### config.mk
export PLATFORM = sky130hd
export DESIGN_NAME = form_url_percent_encoder_unit_flat
export DESIGN_NICKNAME = d
export VERILOG_FILES = /design/src/hdl/fue_pkg.sv /design/src/hdl/fue_in_if.sv /design/src/hdl/fue_out_if.sv /design/src/hdl/fue_front.sv /design/src/hdl/fue_queue.sv /design/src/hdl/fue_back.sv /design/src/hdl/form_url_percent_encoder_unit.sv /design/src/flat_wrapper.sv
export SDC_FILE = /design/constraint.sdc
export NUM_CORES = 1
export LEC_CHECK = 0
export BUFFER_PORTS_ARGS = -buffer_cell sky130_fd_sc_hd__buf_2
export CORE_ASPECT_RATIO = 0.5
export CORE_UTILIZATION = 59
export DETAILED_ROUTE_END_ITERATION = 10
export GPL_TIMING_DRIVEN = 0
export HOLD_SLACK_MARGIN = 0.06
export PLACE_DENSITY_LB_ADDON = 0.15
export SYNTH_ARGS = -nofsm -noshare
export SYNTH_HDL_FRONTEND = slang
export SYNTH_SLANG_ARGS = --single-unit
### constraint.sdc
create_clock -name clk -period 2.7 [get_ports clk]
set_input_delay 0.54 -clock clk [delete_from_list [all_inputs] [get_ports clk]]
set_output_delay 0.54 -clock clk [all_outputs]
set_load 0.05 [all_outputs]
### src/hdl/fue_pkg.sv
package fue_pkg;

	localparam int QDEPTH = 2;
	localparam int QPTR_W = $clog2(QDEPTH);
	localparam int QCNT_W = $clog2(QDEPTH + 1);
	localparam int IDX_W = 3;

	localparam logic [7:0] PCT_CHAR = 8'h25;
	localparam logic [7:0] PLUS_CHAR = 8'h2B;
	localparam logic [7:0] SPACE_CHAR = 8'h20;
	localparam logic [7:0] LF_CHAR = 8'h0A;

	localparam logic [IDX_W-1:0] LIT_LAST = 3'd0;
	localparam logic [IDX_W-1:0] HEX_LAST = 3'd2;
	localparam logic [IDX_W-1:0] NL_LAST = 3'd5;

	localparam logic [7:0] HEX_DIGITS [16] = '{
		8'h30, 8'h31, 8'h32, 8'h33, 8'h34, 8'h35, 8'h36, 8'h37,
		8'h38, 8'h39, 8'h41, 8'h42, 8'h43, 8'h44, 8'h45, 8'h46
	};

	// %0D%0A
	localparam logic [7:0] NL_SEQ [6] = '{
		8'h25, 8'h30, 8'h44, 8'h25, 8'h30, 8'h41
	};

	typedef enum logic [1:0] {
		KIND_LIT = 2'd0,
		KIND_HEX = 2'd1,
		KIND_NL  = 2'd2
	} kind_t;

	typedef struct packed {
		kind_t      kind;
		logic [7:0] lit;
		logic [7:0] hi_char;
		logic [7:0] lo_char;
		logic       last;
	} entry_t;

	typedef struct packed {
		logic              full;
		logic              empty;
		logic [QCNT_W-1:0] count;
	} qstat_t;

	function automatic logic is_verbatim(input logic [7:0] b);
		logic ok;
		ok = (b >= 8'h30 && b <= 8'h39) || (b >= 8'h41 && b <= 8'h5A) ||
			(b >= 8'h61 && b <= 8'h7A) || b == 8'h2D || b == 8'h5F ||
			b == 8'h2E || b == 8'h2A;
		return ok;
	endfunction

endpackage

### src/hdl/fue_in_if.sv
interface fue_in_if;
	logic       valid;
	logic       ready;
	logic [7:0] in_byte;
	logic       in_end;

	modport source(output valid, in_byte, in_end, input ready);
	modport sink(input valid, in_byte, in_end, output ready);
endinterface

### src/hdl/fue_out_if.sv
interface fue_out_if;
	logic       valid;
	logic       ready;
	logic [7:0] out_byte;
	logic       run_last;
	logic       string_end;

	modport source(output valid, out_byte, run_last, string_end, input ready);
	modport sink(input valid, out_byte, run_last, string_end, output ready);
endinterface

### src/hdl/fue_front.sv
module fue_front import fue_pkg::*; (
	fue_in_if.sink  in_ch,
	input  qstat_t  stat,
	output logic    push,
	output entry_t  entry
);

	assign in_ch.ready = !stat.full;
	assign push        = in_ch.valid && !stat.full;

	always_comb begin
		entry.lit     = in_ch.in_byte;
		entry.hi_char = HEX_DIGITS[in_ch.in_byte[7:4]];
		entry.lo_char = HEX_DIGITS[in_ch.in_byte[3:0]];
		entry.last    = in_ch.in_end;
		if (is_verbatim(in_ch.in_byte)) begin
			entry.kind = KIND_LIT;
		end else if (in_ch.in_byte == SPACE_CHAR) begin
			entry.kind = KIND_LIT;
			entry.lit  = PLUS_CHAR;
		end else if (in_ch.in_byte == LF_CHAR) begin
			entry.kind = KIND_NL;
		end else begin
			entry.kind = KIND_HEX;
		end
	end

endmodule

### src/hdl/fue_queue.sv
module fue_queue import fue_pkg::*; (
	input  logic   clk,
	input  logic   arst_n,
	input  logic   push,
	input  entry_t push_entry,
	input  logic   pop,
	output entry_t head,
	output qstat_t stat
);

	entry_t              mem_q [QDEPTH];
	logic [QPTR_W-1:0]   wr_ptr_q;
	logic [QPTR_W-1:0]   rd_ptr_q;
	logic [QCNT_W-1:0]   count_q;

	always_ff @(posedge clk) begin
		if (push) begin
			mem_q[wr_ptr_q] <= push_entry;
		end
	end

	always_ff @(posedge clk or negedge arst_n) begin
		if (!arst_n) begin
			wr_ptr_q <= '0;
			rd_ptr_q <= '0;
			count_q  <= '0;
		end else begin
			if (push) begin
				wr_ptr_q <= wr_ptr_q + 1'b1;
			end
			if (pop) begin
				rd_ptr_q <= rd_ptr_q + 1'b1;
			end
			if (push && !pop) begin
				count_q <= count_q + 1'b1;
			end else if (pop && !push) begin
				count_q <= count_q - 1'b1;
			end
		end
	end

	assign head       = mem_q[rd_ptr_q];
	assign stat.full  = (count_q == QCNT_W'(QDEPTH));
	assign stat.empty = (count_q == '0);
	assign stat.count = count_q;

endmodule

### src/hdl/fue_back.sv
module fue_back import fue_pkg::*; (
	input  logic    clk,
	input  logic    arst_n,
	input  entry_t  head,
	input  qstat_t  stat,
	output logic    pop,
	fue_out_if.source out_ch
);

	logic [IDX_W-1:0] idx_q;
	logic             out_valid_q;
	logic [7:0]       out_byte_q;
	logic             run_last_q;
	logic             string_end_q;

	logic [IDX_W-1:0] last_idx;
	logic [7:0]       step_byte;
	logic             step_last;
	logic             load;
	logic             take;

	always_comb begin
		unique case (head.kind)
			KIND_LIT: begin
				last_idx  = LIT_LAST;
				step_byte = head.lit;
			end
			KIND_HEX: begin
				last_idx = HEX_LAST;
				case (idx_q)
					3'd0:    step_byte = PCT_CHAR;
					3'd1:    step_byte = head.hi_char;
					default: step_byte = head.lo_char;
				endcase
			end
			KIND_NL: begin
				last_idx  = NL_LAST;
				step_byte = (idx_q <= NL_LAST) ? NL_SEQ[idx_q] : PCT_CHAR;
			end
			default: begin
				last_idx  = LIT_LAST;
				step_byte = head.lit;
			end
		endcase
	end

	assign step_last = (idx_q == last_idx);
	assign load      = !out_valid_q || out_ch.ready;
	assign take      = load && !stat.empty;
	assign pop       = take && step_last;

	always_ff @(posedge clk or negedge arst_n) begin
		if (!arst_n) begin
			out_valid_q <= 1'b0;
			idx_q       <= '0;
		end else if (load) begin
			out_valid_q <= !stat.empty;
			if (take) begin
				idx_q <= step_last ? '0 : idx_q + 1'b1;
			end
		end
	end

	always_ff @(posedge clk) begin
		if (take) begin
			out_byte_q   <= step_byte;
			run_last_q   <= step_last;
			string_end_q <= step_last && head.last;
		end
	end

	assign out_ch.valid      = out_valid_q;
	assign out_ch.out_byte   = out_byte_q;
	assign out_ch.run_last   = run_last_q;
	assign out_ch.string_end = string_end_q;

endmodule

### src/hdl/form_url_percent_encoder_unit.sv
// Channel  Dir  Payload                          Handshake
// in_ch    in   in_byte[7:0], in_end             valid/ready
// out_ch   out  out_byte[7:0], run_last, string_end  valid/ready
//
// One output byte per cycle unless out_ch stalls or the queue is empty;
// letters, digits, - _ . * and space give one byte, other bytes three
// and newline six, paced by the back end's step counter.
// Reset clears the queue pointers, step counter and output valid.
// A two-entry queue lets the input keep flowing while output is stalled.
module form_url_percent_encoder_unit import fue_pkg::*; (
	input  logic      clk,
	input  logic      arst_n,
	fue_in_if.sink    in_ch,
	fue_out_if.source out_ch
);

	logic   push;
	logic   pop;
	entry_t push_entry;
	entry_t head;
	qstat_t stat;

	fue_front u_front (
		.in_ch (in_ch),
		.stat  (stat),
		.push  (push),
		.entry (push_entry)
	);

	fue_queue u_queue (
		.clk        (clk),
		.arst_n     (arst_n),
		.push       (push),
		.push_entry (push_entry),
		.pop        (pop),
		.head       (head),
		.stat       (stat)
	);

	fue_back u_back (
		.clk    (clk),
		.arst_n (arst_n),
		.head   (head),
		.stat   (stat),
		.pop    (pop),
		.out_ch (out_ch)
	);

`ifndef NO_ASSERTIONS
	a_qcount: assert property (@(posedge clk) disable iff (!arst_n)
		stat.count <= QCNT_W'(QDEPTH))
		else $error("queue overfilled");

	a_push_seen: assert property (@(posedge clk) disable iff (!arst_n)
		(in_ch.valid && in_ch.ready) |=> !stat.empty)
		else $error("accepted item not queued");

	a_end_on_last: assert property (@(posedge clk) disable iff (!arst_n)
		(out_ch.valid && out_ch.string_end) |-> out_ch.run_last)
		else $error("string end off a run boundary");
`endif

endmodule
### src/flat_wrapper.sv
// flat-port wrapper written by rule: the top's interface ports become plain ports
module form_url_percent_encoder_unit_flat import fue_pkg::*;
  (clk, arst_n, in_ch_valid, in_ch_in_byte, in_ch_in_end, in_ch_ready, out_ch_valid, out_ch_out_byte, out_ch_run_last, out_ch_string_end, out_ch_ready);
  fue_in_if in_ch_i ();
  fue_out_if out_ch_i ();
  input  logic clk;
  input  logic arst_n;
  input wire logic [$bits(in_ch_i.valid)-1:0] in_ch_valid;
  input wire logic [$bits(in_ch_i.in_byte)-1:0] in_ch_in_byte;
  input wire logic [$bits(in_ch_i.in_end)-1:0] in_ch_in_end;
  output wire logic [$bits(in_ch_i.ready)-1:0] in_ch_ready;
  output wire logic [$bits(out_ch_i.valid)-1:0] out_ch_valid;
  output wire logic [$bits(out_ch_i.out_byte)-1:0] out_ch_out_byte;
  output wire logic [$bits(out_ch_i.run_last)-1:0] out_ch_run_last;
  output wire logic [$bits(out_ch_i.string_end)-1:0] out_ch_string_end;
  input wire logic [$bits(out_ch_i.ready)-1:0] out_ch_ready;
  assign in_ch_i.valid = in_ch_valid;
  assign in_ch_i.in_byte = in_ch_in_byte;
  assign in_ch_i.in_end = in_ch_in_end;
  assign in_ch_ready = in_ch_i.ready;
  assign out_ch_valid = out_ch_i.valid;
  assign out_ch_out_byte = out_ch_i.out_byte;
  assign out_ch_run_last = out_ch_i.run_last;
  assign out_ch_string_end = out_ch_i.string_end;
  assign out_ch_i.ready = out_ch_ready;
  form_url_percent_encoder_unit u_core (.clk(clk), .arst_n(arst_n), .in_ch(in_ch_i), .out_ch(out_ch_i));
endmodule
==> impl_results.md <==
* Synthesized instance count at 251
* Vias in the first global route at 1998
* Final Core Density at 0.7249
* DRC viols at 0
* Sequential Area at about 1900 um2
* Post-synth EDFFs at between 50 and 60
* Worst Path Max Fanout at 10
* Data arrival, critical path at 2790 ps
* Synth Net Count at between 200 and 300
* Post-Syn Area at 3198 um2
* Sw Pwr at 0.001724 W
* Max Root-Sink Buffers at 2
* Largest net degree at the start of global routing at 24
* Switching fraction of total power at 0.4034
* Post-synthesis xor/xnor area fraction at 0.01643
* H-tree depth reported by CTS at 3
* Final WL at 6756 um
* Initial Util at 0.6311
* Headroom to the max-slew limit at 0.2333
* Worst setup SP type: flip-flop
* Critical path type: reg2reg
* Final Max Slew Viols at 0
* Worst-path clk slew at 70 ps
* Status: complete, no violations
* Post-synthesis cell type count at 45
* Gate power share at 0.435
* Sequential share of the synthesized area at 0.5884
* Peak Freq at roughly 400 MHz
* Met3 WL post-DR at 426 um
* Post-layout min period at 2562 ps
* IO buf count at 23
* TritonCTS Buffers at 9
* Post-DP HPWL at 4371 um
* Clock power share at 0.191
* 1st-iter DRT viols at 150
* Pre-Repair DR Iteration Count at 4
* Commonest non-fill, non-tap cells in the layout: 56 x edfxtp_1, 26 x buf_2, 21 x mux2i_1
* Most common cell after layout, fill and taps aside: edfxtp_1
* Core area at roughly 5100 um2
* Clock sink count at between 60 and 70
* Clock Skew at 9.226 ps
* Fill cells at 362
* Worst slack, placed at -227.2 ps
* Total gr overflow at 0
* Simple-Gate Fraction of Synth Area at 0.1013
* Max-cap violation count at 0
* Slew @ Worst Pin at 1150 ps
* Final #Nets at 317
* Fin crit share at 0.9488
* Critical Path RT at 2930 ps
* Vias/cell at 5.906
* Hold Crit Class: in2reg
* Share of layout cells above drive strength 1 at 0.2089
* Fin. Hold Viols at 0
* Crit-path leading delay family: buffers and inverters
* CP max stage delay at 320 ps
* Post-synthesis compound-gate area fraction at 0.1064
* Site row count at 18
* DR WL met2 at 3234 um
* CTS tree: built
* Setup-failing EPs final at 0
* Wire per inst at 18.66 um
* Ant diodes at 0
* Seq pwr share at 0.374
* Slowest cell on crit path: dfrtp_1
* FF+latch count, synth at 64
* Async SR Flop Fraction at 0.1250
* Int Power at 0.002549 W
* Top sig layer: met4
* Die Wd at 106.1 um
* Synth warn at 0
* Wire length of the first global-routing pass at 10210 um
* Root buf cell: clkbuf_8
* Die area at 5737 um2
* GRT Util Overall at 0.2518
* Predominant post-synthesis flop cell: edfxtp_1
* Largest family of logic cells by synthesized area: compound AO/OA/AOI/OAI gates
* Detail Route Antenna Nets at 0
* Clk_lat worst skew at 350 ps
* Power Dens Cells at 1163 nW/um2
* Worst path cell trace: clkbuf_4, buf_8, mux2i_2, inv_1, ha_2, and3_1, o21ai_2, inv_2, nand2_1, ha_1, xor2_1, nor2_1, xor2_1
* DR vias at 2138
* Multi-input combinational cell area at 1234 um2
* Synthesized area per cell at 12.74 um2
* Reg-to-reg slack, setup at between 100 and 150 ps
* Die Y at 54.06 um
* Wl on met1 at 2982 um
* # IOs at 25
* Critical path's most frequent cell: xor2_1
* Area grow syn2layout at 14.87%
* Crit path capture type: flip-flop
* RePlAce Congestion at 0.8356
* Peak VDD IR at around 860 uV
* Worst Slack Setup Final at 138.3 ps
* Fraction of synthesized area in multiplexers at 0.08255
* Leak pwr at 1.449 nW
* Buf/Inv on CP at 4
* Initial antenna violation count at 0
* Total Power at 0.004273 W
* Post-Synth Adder-Cell Area at 0.06651
power by group through the flow:
stage / Clock, W / Combinational, W / Sequential [W]
CTS: 0.000824 / 0.00180 / 0.00159
detailed placement: 0 / 0.00173 / 0.00161
finish: 0.000814 / 0.00186 / 0.00160
global placement: 0 / 0.00168 / 0.00160
global route: 0.000858 / 0.00199 / 0.00163
floorplan: 0 / 0.00103 / 0.00188
area by class of cell:
cell class                      count  area share
Tap cell                           70     0.02384
Multi-Input combinational cell    157      0.3358
Inverter                           16     0.01635
Clock inverter                      7     0.01941
Buffer                             14     0.02044
Sequential cell                    64      0.5123
Timing Repair Buffer               25     0.03815
Clock buffer                        9     0.03372
final timing paths:
check                                   startpoint                         end  cells past startpoint
max                        u_core.u_queue.rd_ptr_q   u_core.u_queue.count_q[1]                     13
min                                   in_ch_in_end  u_core.u_queue.mem_q[1][0]                      1
max reg2reg                u_core.u_queue.rd_ptr_q   u_core.u_queue.count_q[1]                     13
min reg2reg                u_core.u_queue.wr_ptr_q     u_core.u_queue.wr_ptr_q                      1
max in group asynchronous                   arst_n      u_core.u_back.idx_q[2]                      2
min in group asynchronous                   arst_n   u_core.u_queue.count_q[0]                      2
cells by family after synthesis:
| kind of cell | count (synthesis) |
|---|---|
| AO/OA/AOI/OAI | 50 |
| multiplexers | 26 |
| AND/OR/NAND/NOR | 58 |
| buffers and inverters | 30 |
| adder cells (fa/ha/maj) | 17 |
| flip-flops | 64 |
| XOR/XNOR | 6 |
sequential cells by signal, indices dropped and copies added, names as in the netlist:
signal                           flops
u_core.u_back.out_ch.out_byte        8
u_core.u_queue.rd_ptr_q              1
u_core.u_back.idx_q                  3
u_core.u_queue.wr_ptr_q              1
u_core.u_back.out_ch.valid           1
u_core.u_back.out_ch.string_end      1
u_core.u_queue.mem_q                46
u_core.u_back.out_ch.run_last        1
u_core.u_queue.count_q               2
Yosys cell counts, types with 2 or more instances:
cell	number	share of area
edfxtp_1	56	0.53
mux2i_1	23	0.072
ha_1	17	0.067
inv_1	15	0.018
o21ai_0	13	0.020
nor2_1	12	0.014
nand2_1	11	0.013
a21oi_1	9	0.014
clkbuf_1	8	0.0094
dfrtp_1	8	0.063
nand2b_1	7	0.014
buf_2	5	0.0078
nand4_1	5	0.0098
nor2b_1	5	0.0098
o22ai_1	5	0.0098
nand3b_1	4	0.0094
xnor2_1	4	0.011
a22oi_1	3	0.0070
mux2_2	3	0.011
nand3_1	3	0.0047
o211ai_1	3	0.0070
a21boi_0	2	0.0047
a21o_1	2	0.0047
a221oi_1	2	0.0055
a22o_1	2	0.0055
and2_1	2	0.0039
and3_1	2	0.0039
o21a_1	2	0.0047
xor2_1	2	0.0055
metal layers:
metal  global-route usage  up-vias
met4               0.1065        0
met2               0.4199       74
met3              0.07506       14
li1                     -      997
met1               0.3152     1053
met5                    0        -
metrics by stage:
step / hold slack (ps) / TNS (ps) / instances / cell area (um2)
final: 388.2 / 0 / 362 / 3674
after global routing: 381.2 / -5.298 / 362 / 3674
after CTS: 377.3 / 0 / 362 / 3641
after detailed placement: 391.8 / -332.8 / 345 / 3418
after global placement: 387.3 / -244.8 / 344 / 3401
after floorplan: 244.4 / 0 / 251 / 3198
timing repair:
action / in CTS / in global routing
resized for setup: 5 / 7
setup buffers: 0 / 0
endpoints found under the setup margin: 2 / 2
hold buffers: 1 / 0
pin swaps: 0 / 1
hold endpoints to repair: 8 / 0
Note: power is estimated with default switching activity, not from simulation.
